**src/design/ptg_pkg.sv**
```systemverilog
package ptg_pkg;

  // field widths
  localparam int COORD_W   = 9;
  localparam int COLOR_W   = 8;
  localparam int SEED_W    = 64;
  localparam int KIND_W    = 3;
  localparam int CFG_IDX_W = 2;
  localparam int NOISE_W   = 32;

  // texture edge length used by the wallpaper gradient
  localparam int TEX_SIZE = 512;

  // hash constants
  localparam logic [63:0] GOLDEN = 64'h9e3779b97f4a7c15;
  localparam logic [31:0] MIX_X  = 32'h85ebca6b;
  localparam logic [31:0] MIX_Y  = 32'hc2b2ae35;
  localparam logic [63:0] FMIX   = 64'hff51afd7ed558ccd;

  // register indexes
  localparam logic [CFG_IDX_W-1:0] REG_SEED = 2'd0;
  localparam logic [CFG_IDX_W-1:0] REG_KIND = 2'd1;

  // texture kinds, anything above fluorescent shades as baseboard
  localparam logic [KIND_W-1:0] KIND_WALLPAPER = 3'd0;
  localparam logic [KIND_W-1:0] KIND_CARPET    = 3'd1;
  localparam logic [KIND_W-1:0] KIND_CEILING   = 3'd2;
  localparam logic [KIND_W-1:0] KIND_FLUOR     = 3'd3;

  // hash pipe output stage
  typedef struct packed {
    logic               valid;
    logic [COORD_W-1:0] x;
    logic [COORD_W-1:0] y;
    logic [NOISE_W-1:0] noise;
  } ptg_noise_t;

  // signed divide by two, truncating toward zero
  function automatic logic signed [6:0] div2(input logic signed [6:0] v);
    logic signed [6:0] adj;
    adj = v + ((v < 0) ? 7'sd1 : 7'sd0);
    return adj >>> 1;
  endfunction

  // signed divide by three for magnitudes up to 32, truncating toward zero
  function automatic logic signed [6:0] div3(input logic signed [6:0] v);
    logic [6:0]  mag;
    logic [12:0] prod;
    logic [6:0]  q;
    mag  = (v < 0) ? 7'(-v) : 7'(v);
    prod = 13'(mag) * 13'd43;
    q    = 7'(prod[12:7]);
    return (v < 0) ? -$signed(q) : $signed(q);
  endfunction

endpackage

```
**src/design/ptg_if.sv**
```systemverilog
// texel coordinate request channel
interface ptg_req_if import ptg_pkg::*; ();
  logic               valid;
  logic               ready;
  logic [COORD_W-1:0] x_coord;
  logic [COORD_W-1:0] y_coord;

  modport source(output valid, x_coord, y_coord, input ready);
  modport sink(input valid, x_coord, y_coord, output ready);
endinterface

// texel color response channel
interface ptg_rsp_if import ptg_pkg::*; ();
  logic               valid;
  logic               ready;
  logic [COLOR_W-1:0] red;
  logic [COLOR_W-1:0] green;
  logic [COLOR_W-1:0] blue;

  modport source(output valid, red, green, blue, input ready);
  modport sink(input valid, red, green, blue, output ready);
endinterface

// register write channel
interface ptg_cfg_if import ptg_pkg::*; ();
  logic                 valid;
  logic                 ready;
  logic [CFG_IDX_W-1:0] index;
  logic [SEED_W-1:0]    data;

  modport source(output valid, index, data, input ready);
  modport sink(input valid, index, data, output ready);
endinterface

```
**src/design/ptg_seed_mix.sv**
```systemverilog
module ptg_seed_mix import ptg_pkg::*; (
  input  logic              clk,
  input  logic              rst,
  ptg_cfg_if.sink           cfg,
  output logic [KIND_W-1:0] kind,
  output logic [SEED_W-1:0] seed_hash,
  output logic              busy
);

  typedef enum logic [5:0] {
    MX_IDLE = 6'b000001,
    MX_MIX  = 6'b000010,
    MX_LL   = 6'b000100,
    MX_LH   = 6'b001000,
    MX_HL   = 6'b010000,
    MX_SUM  = 6'b100000
  } mix_state_t;

  mix_state_t        state;
  logic [SEED_W-1:0] seed;
  logic [SEED_W-1:0] mixed;
  logic [SEED_W-1:0] prod_ll;
  logic [31:0]       prod_cross;

  assign cfg.ready = 1'b1;
  assign busy      = (state != MX_IDLE);

  // registers and the seed * golden multiply, one 32-bit product a cycle
  always_ff @(posedge clk) begin
    if (rst) begin
      state     <= MX_IDLE;
      seed      <= '0;
      kind      <= '0;
      seed_hash <= '0;
    end else begin
      case (state)
        MX_MIX:  state <= MX_LL;
        MX_LL:   state <= MX_LH;
        MX_LH:   state <= MX_HL;
        MX_HL:   state <= MX_SUM;
        MX_SUM: begin
          seed_hash <= prod_ll + {prod_cross, 32'd0};
          state     <= MX_IDLE;
        end
        default: state <= MX_IDLE;
      endcase
      if (cfg.valid) begin
        if (cfg.index == REG_SEED) begin
          seed <= cfg.data;
        end else if (cfg.index == REG_KIND) begin
          kind <= cfg.data[KIND_W-1:0];
        end
        state <= MX_MIX;
      end
    end
  end

  // product datapath
  always_ff @(posedge clk) begin
    case (state)
      MX_MIX: mixed      <= seed ^ (64'(kind) * GOLDEN);
      MX_LL:  prod_ll    <= 64'(mixed[31:0]) * 64'(GOLDEN[31:0]);
      MX_LH:  prod_cross <= mixed[31:0] * GOLDEN[63:32];
      MX_HL:  prod_cross <= prod_cross + mixed[63:32] * GOLDEN[31:0];
      default: ;
    endcase
  end

endmodule

```
**src/design/ptg_hash_pipe.sv**
```systemverilog
module ptg_hash_pipe import ptg_pkg::*; (
  input  logic              clk,
  input  logic              rst,
  input  logic              hold,
  input  logic [SEED_W-1:0] seed_hash,
  ptg_req_if.sink           req,
  output ptg_noise_t        out_stage,
  input  logic              out_ready
);

  logic               a_valid, b_valid, c_valid, d_valid;
  logic               a_ready, b_ready, c_ready, d_ready;
  logic [COORD_W-1:0] a_x, a_y, b_x, b_y, c_x, c_y, d_x, d_y;
  logic [SEED_W-1:0]  b_h;
  logic [63:0]        c_ll;
  logic [31:0]        c_lh, c_hl;
  logic [NOISE_W-1:0] d_noise;
  logic [40:0]        x_prod, y_prod;
  logic [63:0]        h0, h1, h2;

  // stage ready chain, a bubble never blocks
  assign d_ready   = !d_valid || out_ready;
  assign c_ready   = !c_valid || d_ready;
  assign b_ready   = !b_valid || c_ready;
  assign a_ready   = !a_valid || b_ready;
  assign req.ready = a_ready && !hold;

  // stage b: coordinate mix and first xor-shift
  assign x_prod = 41'(a_x) * 41'(MIX_X);
  assign y_prod = 41'(a_y) * 41'(MIX_Y);
  assign h0     = seed_hash ^ 64'(x_prod) ^ 64'(y_prod);
  assign h1     = h0 ^ (h0 >> 33);

  // stage d: sum of partial products and final xor-shift
  assign h2 = c_ll + {c_lh + c_hl, 32'd0};

  // output stage
  assign out_stage = '{valid: d_valid, x: d_x, y: d_y, noise: d_noise};

  // valid bits
  always_ff @(posedge clk) begin
    if (rst) begin
      a_valid <= 1'b0;
      b_valid <= 1'b0;
      c_valid <= 1'b0;
      d_valid <= 1'b0;
    end else begin
      if (a_ready) a_valid <= req.valid && req.ready;
      if (b_ready) b_valid <= a_valid;
      if (c_ready) c_valid <= b_valid;
      if (d_ready) d_valid <= c_valid;
    end
  end

  // payload
  always_ff @(posedge clk) begin
    if (a_ready) begin
      a_x <= req.x_coord;
      a_y <= req.y_coord;
    end
    if (b_ready) begin
      b_x <= a_x;
      b_y <= a_y;
      b_h <= h1;
    end
    // stage c: low 64 bits of h1 * FMIX as three 32-bit products
    if (c_ready) begin
      c_x  <= b_x;
      c_y  <= b_y;
      c_ll <= 64'(b_h[31:0]) * 64'(FMIX[31:0]);
      c_lh <= b_h[31:0] * FMIX[63:32];
      c_hl <= b_h[63:32] * FMIX[31:0];
    end
    if (d_ready) begin
      d_x     <= c_x;
      d_y     <= c_y;
      d_noise <= h2[31:0] ^ h2[60:29];
    end
  end

endmodule

```
**src/design/ptg_shade.sv**
```systemverilog
module ptg_shade import ptg_pkg::*; (
  input  logic              clk,
  input  logic              rst,
  input  logic [KIND_W-1:0] kind,
  input  ptg_noise_t        in_stage,
  output logic              in_ready,
  ptg_rsp_if.source         rsp
);

  localparam int SUM_W = 14;

  logic signed [6:0]       grain, speck, scuff;
  logic signed [6:0]       grain_h, grain_t, speck_h, scuff_h, scuff_t;
  logic signed [SUM_W-1:0] dy, grad;
  logic signed [SUM_W-1:0] stripe, grid, band, top;
  logic signed [SUM_W-1:0] r_sum, g_sum, b_sum;
  logic [5:0]              row8;
  logic [12:0]             row8_prod;
  logic [5:0]              row8_q;
  logic [7:0]              row8_rem;

  function automatic logic [COLOR_W-1:0] sat8(input logic signed [SUM_W-1:0] v);
    if (v < 0) return '0;
    if (v > 255) return 8'd255;
    return v[COLOR_W-1:0];
  endfunction

  // noise fields
  assign grain = $signed({2'b00, in_stage.noise[4:0]}) - 7'sd16;
  assign speck = $signed({2'b00, in_stage.noise[9:5]}) - 7'sd16;
  assign scuff = $signed({1'b0, in_stage.noise[13:8]}) - 7'sd32;

  assign grain_h = div2(grain);
  assign grain_t = div3(grain);
  assign speck_h = div2(speck);
  assign scuff_h = div2(scuff);
  assign scuff_t = div3(scuff);

  // wallpaper gradient, truncating toward zero
  assign dy   = SUM_W'(TEX_SIZE) - $signed(SUM_W'(in_stage.y));
  assign grad = (dy < 0) ? -((-dy) >>> 4) : (dy >>> 4);

  // y mod 24 below three: row of eight divisible by three, low bits below three
  assign row8      = in_stage.y[8:3];
  assign row8_prod = 13'(row8) * 13'd43;
  assign row8_q    = 6'(row8_prod[12:7]);
  assign row8_rem  = 8'(row8) - 8'(row8_q) * 8'd3;

  assign stripe = (in_stage.x[4:0] < 5'd2) ? 14'sd12 : 14'sd0;
  assign grid   = (in_stage.x[5:0] < 6'd2 || in_stage.y[5:0] < 6'd2) ? -14'sd45 : 14'sd0;
  assign band   = (row8_rem == 8'd0 && in_stage.y[2:0] < 3'd3) ? -14'sd20 : 14'sd0;
  assign top    = (in_stage.y < 9'd6) ? 14'sd30 : 14'sd0;

  // color formulas per texture kind
  always_comb begin
    case (kind)
      KIND_WALLPAPER: begin
        r_sum = 14'sd198 + SUM_W'(grain) + stripe + grad;
        g_sum = 14'sd178 + SUM_W'(grain) + stripe + grad;
        b_sum = 14'sd92 + SUM_W'(grain_h) + stripe;
      end
      KIND_CARPET: begin
        r_sum = 14'sd96 + SUM_W'(speck);
        g_sum = 14'sd86 + SUM_W'(speck);
        b_sum = 14'sd56 + SUM_W'(speck_h);
      end
      KIND_CEILING: begin
        r_sum = 14'sd212 + SUM_W'(grain_h) + grid;
        g_sum = 14'sd210 + SUM_W'(grain_h) + grid;
        b_sum = 14'sd198 + SUM_W'(grain_h) + grid;
      end
      KIND_FLUOR: begin
        r_sum = 14'sd246 + SUM_W'(grain_t) + band;
        g_sum = 14'sd246 + SUM_W'(grain_t) + band;
        b_sum = 14'sd236 + SUM_W'(grain_t) + band;
      end
      default: begin
        r_sum = 14'sd74 + SUM_W'(scuff_h) + top;
        g_sum = 14'sd64 + SUM_W'(scuff_h) + top;
        b_sum = 14'sd44 + SUM_W'(scuff_t) + top;
      end
    endcase
  end

  assign in_ready = !rsp.valid || rsp.ready;

  // output register
  always_ff @(posedge clk) begin
    if (rst) begin
      rsp.valid <= 1'b0;
    end else if (in_ready) begin
      rsp.valid <= in_stage.valid;
    end
  end

  always_ff @(posedge clk) begin
    if (in_ready) begin
      rsp.red   <= sat8(r_sum);
      rsp.green <= sat8(g_sum);
      rsp.blue  <= sat8(b_sum);
    end
  end

endmodule

```
**src/design/procedural_texel_generator_core.sv**
```systemverilog
// Procedural texel generator.
// A request on req carries one texel coordinate (x_coord, y_coord); the block
// answers on rsp with that texel's red, green and blue, in request order.
// The cfg channel writes the seed (index 0) and the texture kind (index 1);
// other indexes are ignored. Writes are to be taken only while no request is in
// flight: the user must ensure this, as the block itself does not enforce it.
// Throughput: one request per cycle while rsp is not stalled and no seed hash
// is being formed. A request passes through the input register, the coordinate
// mix, the three-way 32-bit partial products of the 64-bit finalizer multiply,
// their sum, then the color stage and output register on its way to rsp.
// After each register write, req.ready stays low while a small sequencer forms
// the seed hash with one 32-bit product per cycle.
// Reset clears seed and kind to zero; the pipeline comes up empty and ready.
// When rsp.ready is low the output holds and the stages behind it fill; once
// all are full req.ready drops, and nothing is lost or repeated.
module procedural_texel_generator_core import ptg_pkg::*; (
  input  logic      clk,
  input  logic      rst,
  ptg_req_if.sink   req,
  ptg_rsp_if.source rsp,
  ptg_cfg_if.sink   cfg
);

  logic [KIND_W-1:0] kind;
  logic [SEED_W-1:0] seed_hash;
  logic              mix_busy;
  ptg_noise_t        pipe_out;
  logic              pipe_ready;

  // registers and seed hash sequencer
  ptg_seed_mix u_seed_mix (
    .clk       (clk),
    .rst       (rst),
    .cfg       (cfg),
    .kind      (kind),
    .seed_hash (seed_hash),
    .busy      (mix_busy)
  );

  // coordinate hash pipeline
  ptg_hash_pipe u_hash_pipe (
    .clk       (clk),
    .rst       (rst),
    .hold      (mix_busy),
    .seed_hash (seed_hash),
    .req       (req),
    .out_stage (pipe_out),
    .out_ready (pipe_ready)
  );

  // color formulas and output register
  ptg_shade u_shade (
    .clk      (clk),
    .rst      (rst),
    .kind     (kind),
    .in_stage (pipe_out),
    .in_ready (pipe_ready),
    .rsp      (rsp)
  );

  // a register write blocks requests while the seed hash is rebuilt
  a_cfg_blocks_req : assert property (@(posedge clk) disable iff (rst)
    cfg.valid && cfg.ready |=> !req.ready)
    else $error("request taken during seed hash update");

  // a new response comes only from a valid hash stage
  a_rsp_from_pipe : assert property (@(posedge clk) disable iff (rst)
    $rose(rsp.valid) |-> $past(pipe_out.valid))
    else $error("response valid without a hashed texel");

endmodule
```
**src/flat_wrapper.sv**
```systemverilog
// flat-port wrapper written by rule: the top's interface ports become plain ports
module procedural_texel_generator_core_flat import ptg_pkg::*;
  (clk, rst, req_valid, req_x_coord, req_y_coord, req_ready, rsp_valid, rsp_red, rsp_green, rsp_blue, rsp_ready, cfg_valid, cfg_index, cfg_data, cfg_ready);
  ptg_req_if req_i ();
  ptg_rsp_if rsp_i ();
  ptg_cfg_if cfg_i ();
  input  logic clk;
  input  logic rst;
  input wire logic [$bits(req_i.valid)-1:0] req_valid;
  input wire logic [$bits(req_i.x_coord)-1:0] req_x_coord;
  input wire logic [$bits(req_i.y_coord)-1:0] req_y_coord;
  output wire logic [$bits(req_i.ready)-1:0] req_ready;
  output wire logic [$bits(rsp_i.valid)-1:0] rsp_valid;
  output wire logic [$bits(rsp_i.red)-1:0] rsp_red;
  output wire logic [$bits(rsp_i.green)-1:0] rsp_green;
  output wire logic [$bits(rsp_i.blue)-1:0] rsp_blue;
  input wire logic [$bits(rsp_i.ready)-1:0] rsp_ready;
  input wire logic [$bits(cfg_i.valid)-1:0] cfg_valid;
  input wire logic [$bits(cfg_i.index)-1:0] cfg_index;
  input wire logic [$bits(cfg_i.data)-1:0] cfg_data;
  output wire logic [$bits(cfg_i.ready)-1:0] cfg_ready;
  assign req_i.valid = req_valid;
  assign req_i.x_coord = req_x_coord;
  assign req_i.y_coord = req_y_coord;
  assign req_ready = req_i.ready;
  assign rsp_valid = rsp_i.valid;
  assign rsp_red = rsp_i.red;
  assign rsp_green = rsp_i.green;
  assign rsp_blue = rsp_i.blue;
  assign rsp_i.ready = rsp_ready;
  assign cfg_i.valid = cfg_valid;
  assign cfg_i.index = cfg_index;
  assign cfg_i.data = cfg_data;
  assign cfg_ready = cfg_i.ready;
  procedural_texel_generator_core u_core (.clk(clk), .rst(rst), .req(req_i), .rsp(rsp_i), .cfg(cfg_i));
endmodule
```
**config.mk**
```make
export PLATFORM = sky130hd
export DESIGN_NAME = procedural_texel_generator_core_flat
export DESIGN_NICKNAME = d
export VERILOG_FILES = /design/src/design/ptg_pkg.sv /design/src/design/ptg_if.sv /design/src/design/ptg_seed_mix.sv /design/src/design/ptg_hash_pipe.sv /design/src/design/ptg_shade.sv /design/src/design/procedural_texel_generator_core.sv /design/src/flat_wrapper.sv
export SDC_FILE = /design/constraint.sdc
export NUM_CORES = 2
export LEC_CHECK = 0
export ABC_AREA = 1
export BUFFER_PORTS_ARGS = -buffer_cell sky130_fd_sc_hd__buf_2
export CORE_MARGIN = 4
export CORE_UTILIZATION = 25
export CTS_BUF_LIST = sky130_fd_sc_hd__clkbuf_2
export DETAILED_ROUTE_END_ITERATION = 16
export PLACE_DENSITY_LB_ADDON = 0.1
export SLEW_MARGIN = 20
export SYNTH_ARGS = -nofsm -noshare
export SYNTH_HDL_FRONTEND = slang
export SYNTH_HIERARCHICAL = 1
export SYNTH_SLANG_ARGS = --single-unit
```
**constraint.sdc**
```tcl
create_clock -name clk -period 11.55 [get_ports clk]
set_input_delay 1.155 -clock clk [delete_from_list [all_inputs] [get_ports clk]]
set_output_delay 1.155 -clock clk [all_outputs]
set_load 0.005 [all_outputs]
```
# Word level (Yosys, flattened, before mapping)
# Cells that the tools add are included.
[classes]
add_sub_neg = 45
mul = 13
magnitude_cmp = 15
eq_ne = 10
muxes = 45
bitwise_logic = 6
n_reduce_logical = 22
[ops]
columns = ["operator", "n"]
rows = [
  ["$pmux 14 s4", 3],
  ["$xor 64x41->64", 2],
  ["$mux 8", 12],
  ["$mul 9x32->41 const B", 2],
  ["$add 10x14->14", 5],
  ["$add 63x64->64", 1],
  ["$mul 3x64->64 const B", 1],
  ["$pmux 32 s2", 1],
  ["$xor 64x31->64", 1],
  ["$xor 64x64->64", 1],
  ["$mul 32x31->63 const B", 1],
  ["$add 9x6->10 const A", 5],
  ["$add 8x6->9 const A", 5],
  ["$add 43x43->43", 1],
  ["$mul 32x32->43 const B", 1],
  ["$gt 14x9->1 const B", 3],
  ["$lt 14x1->1 const B", 3],
  ["$mux 14", 3],
  ["$add 32x32->32", 1],
  ["$mul 32x25->11 const B", 1],
  ["$mul 32x30->11 const B", 1],
  ["$mul 32x31->32 const B", 1],
  ["$mul 32x32->32 const B", 1],
  ["$add 11x14->14", 2],
  ["other kinds (55)", 98],
]
[word_totals]
register_bits = 531
in_bits = 89
out_inout_bits = 27
word_cells = 185

# Depth between registers and ports, before layout
[logic_depth]
depth_word = 16
ltp_mapped = 43
depth_no_buf = 43

# Hierarchy
# Netlist, hierarchy kept.
[by_module_without_submodules]
columns = ["module", "n_inst", "cells_each", "area_each_um2", "seq_area_each_um2"]
rows = [
  ["ptg_hash_pipe", 1, 6306, 57064.7, 8578.2],
  ["ptg_seed_mix", 1, 5476, 49135.9, 7517.2],
  ["ptg_shade", 1, 1068, 7738.7, 740.7],
]

# Worst setup path after synthesis
# Ideal clock, no wire load.
[synth_timing]
kind = "input-to-output"
startpoint = "input rsp_ready"
endpoint = "output req_ready"
t_arrival_ns = 7.748
required_time_ns = 10.395
slack_ns = 2.647
stages = 10
path_buffers = 0
path_cell_list = "inv_1 nand2_1 nor2_1 inv_1 nor2_1 inv_1 nor2_1 inv_1 nor2_1 nor2_1"
[synth_via]
elab_chain_cells = 6
[synth_lines]
columns = ["element", "line_no", "text"]
rows = [
  ["from (decl)", "flat_wrapper.sv:17", "input wire logic [$bits(rsp_i.ready)-1:0] rsp_ready;"],
  ["$logic_or 1x1->1", "ptg_shade.sv:85", "assign in_ready = !rsp.valid || rsp.ready;"],
  ["net u_core.pipe_ready", "procedural_texel_generator_core.sv:28", "logic pipe_ready;"],
  ["$logic_or 1x1->1", "ptg_hash_pipe.sv:22", "assign d_ready = !d_valid || out_ready;"],
  ["net u_core.u_hash_pipe.d_ready", "ptg_hash_pipe.sv:12", "logic a_ready, b_ready, c_ready, d_ready;"],
  ["$logic_or 1x1->1", "ptg_hash_pipe.sv:23", "assign c_ready = !c_valid || d_ready;"],
  ["net u_core.u_hash_pipe.c_ready", "ptg_hash_pipe.sv:12", ""],
  ["$logic_or 1x1->1", "ptg_hash_pipe.sv:24", "assign b_ready = !b_valid || c_ready;"],
  ["net u_core.u_hash_pipe.b_ready", "ptg_hash_pipe.sv:12", ""],
  ["$logic_or 1x1->1", "ptg_hash_pipe.sv:25", "assign a_ready = !a_valid || b_ready;"],
  ["$logic_and 1x1->1", "ptg_hash_pipe.sv:26", "assign req.ready = a_ready && !hold;"],
  ["to (decl)", "flat_wrapper.sv:12", "output wire logic [$bits(req_i.ready)-1:0] req_ready;"],
]
# The timed path passes the listed nets, and every way through them passes these cells.

# Worst setup path after layout
[layout_timing]
startpoint = "register u_core.u_hash_pipe.d_y[7]"
endpoint = "register u_core.u_shade.rsp.green[0], data pin"
[layout_via]
elab_chain_cells = 14
elab_cells_between_ends = 27
[layout_lines]
columns = ["element", "line_no", "text"]
rows = [
  ["from (decl)", "ptg_hash_pipe.sv:13", "logic [COORD_W-1:0] a_x, a_y, b_x, b_y, c_x, c_y, d_x, d_y;"],
  ["from (signal assigned)", "ptg_hash_pipe.sv:76", "d_y <= c_y;"],
  ["$mul 6x6->12", "ptg_shade.sv:45", "assign row8_prod = 13'(row8) * 13'd43;"],
  ["$mul 5x2->7", "ptg_shade.sv:47", "assign row8_rem = 8'(row8) - 8'(row8_q) * 8'd3;"],
  ["$sub 6x7->8", "ptg_shade.sv:47", ""],
  ["$logic_not 8->1", "ptg_shade.sv:51", "assign band = (row8_rem == 8'd0 && in_stage.y[2:0] < 3'd3) ? -14'sd20 : 14'sd0;"],
  ["$logic_and 1x1->1", "ptg_shade.sv:51", ""],
  ["$mux 14", "ptg_shade.sv:51", ""],
  ["$add 10x14->14", "ptg_shade.sv:74", "g_sum = 14'sd246 + SUM_W'(grain_t) + band;"],
  ["$pmux 14 s4 *", "ptg_shade.sv:56", "case (kind)"],
  ["$gt 14x9->1", "ptg_shade.sv:24", "if (v > 255) return 8'd255;"],
  ["$mux 1 (2 in series)", "ptg_shade.sv:24", ""],
  ["$mux 1", "ptg_shade.sv:97", "if (in_ready) begin"],
  ["$mux 8", "ptg_shade.sv:25", "return v[COLOR_W-1:0];"],
  ["$mux 8 *", "ptg_shade.sv:24", ""],
  ["to (signal assigned)", "ptg_shade.sv:99", "rsp.green <= sat8(g_sum);"],
  ["to (decl)", "ptg_if.sv:20", "modport source(output valid, red, green, blue, input ready);"],
]
# Every way passes the cells marked *; elsewhere a longest branch is shown, timed or not. The select of a mux whose other input is x is not followed.
# A chain may end at the register's enable or synchronous reset.

==> results.toml <==
[die]
die_w_microns = 610
die_area_sq_um = 372000
die_height_microns = 610
coreArea_sq_um = 360000
io_pins = 116
start_util = 0.252
placementRows = 220

[run_status]
status = "finished clean"

[synth]
ys_warn_count = 6
synthesis.area_per_instance_sq_um = 8.76
syn_area_sq_um = 90500
syn_inst = 10300

[route]
final_antenna_net_count = 0
firstDrtPassIters = 5
drt_iter0_markers = 3637
wl_mm = 348
drc = 0
via_per_inst = 4.35
wire_per_inst_microns = 22.3
vias = 67900

[cts]
clockRootBuffer = "clkbuf_2"
postCtsSetupRepairBufs = 0
cts_tree = "built"
worst_skew_pair.late_latency_ps = 1560
htreeDepth = 4
clk_pin_slew_worst_paths_ps = 100
cts.path.max_buffers = 4
clkSinkCount = 491
cts_made_buffers = 160

[setup_path]
worst_path_most_repeated_cell = "inv_1"
cp_slowest_stage_delay_ps = 490
crit_start = "u_core/u_hash_pipe/d_y[7]$_DFFE_PP_"
r2r_start = "u_core/u_hash_pipe/d_y[7]$_DFFE_PP_"
endpoint_kind = "register"
cp_max_fo = 7
crit_type = "reg -> reg"
crit_required_ps = 12740
arrival_ps = 9700
worst_setup_path_start_kind = "register"
cp_slowest_cell = "a21oi_1"

[global_routing]
grt_start_max_net_pins = 79
grt_pass1_vias = 74200
antenna_found_initial = 11
grt.overflow.total = 0
grt_util_all_layers = 0.187
use_met2 = 0.342
grtUsageMet3 = 0.0164
grt_pass1_wl_mm = 510
grt-busiest-layer = "met2"
gr-usage-met1 = 0.241

[timing]
min_period_over_period = 0.736
fin_ws_ps = 3050
period_needed_ps = 8500
max_freq_ghz = 0.118
fin_setup_tns_ps = 0
setup_violations = 0
slew_headroom = 0.259
hold_violations = 0
skew_ps = 200
tightest_slew_ps = 1100
drv_slew = 0
rsz0062_at_grt = "false"

[placement]
pre_cts_ws_ps = 2830
io_buffers = 114
gp_congestion = 0.900
hpwlAfterDp_mm = 308
dpl.cell_count = 15200

[worst_hold_path]
hold_class = "in -> reg"
hp-start = "cfg_data[5]"

[final_layout]
final_cells = 15600
layout_commonest_cell = "inv_1"
fillCellCount = 39100
final_nets = 13600
area_growth_pct = 10.0
final_cell_mix = "inv_1, ha_1, fa_1, nand2_1, nor2_1"
drive_gt1_frac = 0.0572

[job]
maxCapViolations = 0
per-layer routing:
metal | part of all wire | wire length (microns) | vias up
li1 | - | - | 32700
met1 | 0.44 | 153000 | 33900
met4 | 0.020 | 6970 | 4
met2 | 0.51 | 178000 | 1069
met3 | 0.028 | 9570 | 241
met5 | 0.000092 | 32 | -
registers in the layout (all words and copies together) (netlist names), 6 cells and up:
signal	count
u_core/u_hash_pipe/a_x	9
u_core/u_hash_pipe/a_y	9
u_core/u_hash_pipe/b_h	43
u_core/u_hash_pipe/b_y	9
u_core/u_hash_pipe/c_hl	11
u_core/u_hash_pipe/c_lh	10
u_core/u_hash_pipe/c_ll	28
u_core/u_hash_pipe/c_y	9
u_core/u_hash_pipe/d_noise	14
u_core/u_hash_pipe/d_y	9
u_core/u_seed_mix/mixed	64
u_core/u_seed_mix/prod_cross	32
u_core/u_seed_mix/prod_ll	63
u_core/u_seed_mix/seed	64
u_core/u_seed_mix/seed_hash	64
u_core/u_seed_mix/state	6
u_core/u_shade/rsp.blue	8
u_core/u_shade/rsp.green	8
u_core/u_shade/rsp.red	8
critical path: cells and delay by family (launching register included):
kind,cells,cell delay [ps]
fa+ha+maj,9,3090
compound gates,9,2140
simple gates,14,1420
buf+inv,8,890
flops,1,480
xor+xnor,1,210
timing repair:
| item | CTS | global route |
|---|---|---|
| resized for setup | 0 | 0 |
| hold endpoints to repair | 95 | 0 |
| hold buffers | 100 | 0 |
path summary, 6_finish.rpt:
check	slack [ps]	depth (start not counted)	end
setup reg to reg	3050	41	u_core/u_shade/rsp.green[0]$_SDFFCE_PP0P_
hold / removal	370	4	u_core/u_seed_mix/seed[5]$_SDFFE_PP0P_
hold reg to reg	420	0	u_core/u_hash_pipe/d_x[4]$_DFFE_PP_
setup / recovery	3050	41	u_core/u_shade/rsp.green[0]$_SDFFCE_PP0P_
layout make-up:
class | count | area [sq um] | share of cell area
clock inverter | 57 | 288 | 0.00289
inverter | 2759 | 10400 | 0.104
timing repair buffer | 261 | 1920 | 0.0193
tap | 4773 | 5970 | 0.0600
multi-input combinational | 7023 | 66600 | 0.668
sequential | 491 | 13300 | 0.134
clock buffer | 227 | 1140 | 0.0114
antenna | 8 | 20.0 | 0.000201
per-stage QoR:
stage                     cell area [sq um]  hold slack (ps)  utilization
after floorplan                       90600              400            -
after global placement                97100              403        0.270
after detailed placement              97100              405        0.270
after CTS                             99600             48.9        0.277
after global routing                  99600              137        0.277
final                                 99600              371        0.277
Power is not shown: default switching activity piles up to over one toggle a cycle in this logic, so the estimate is an artifact.
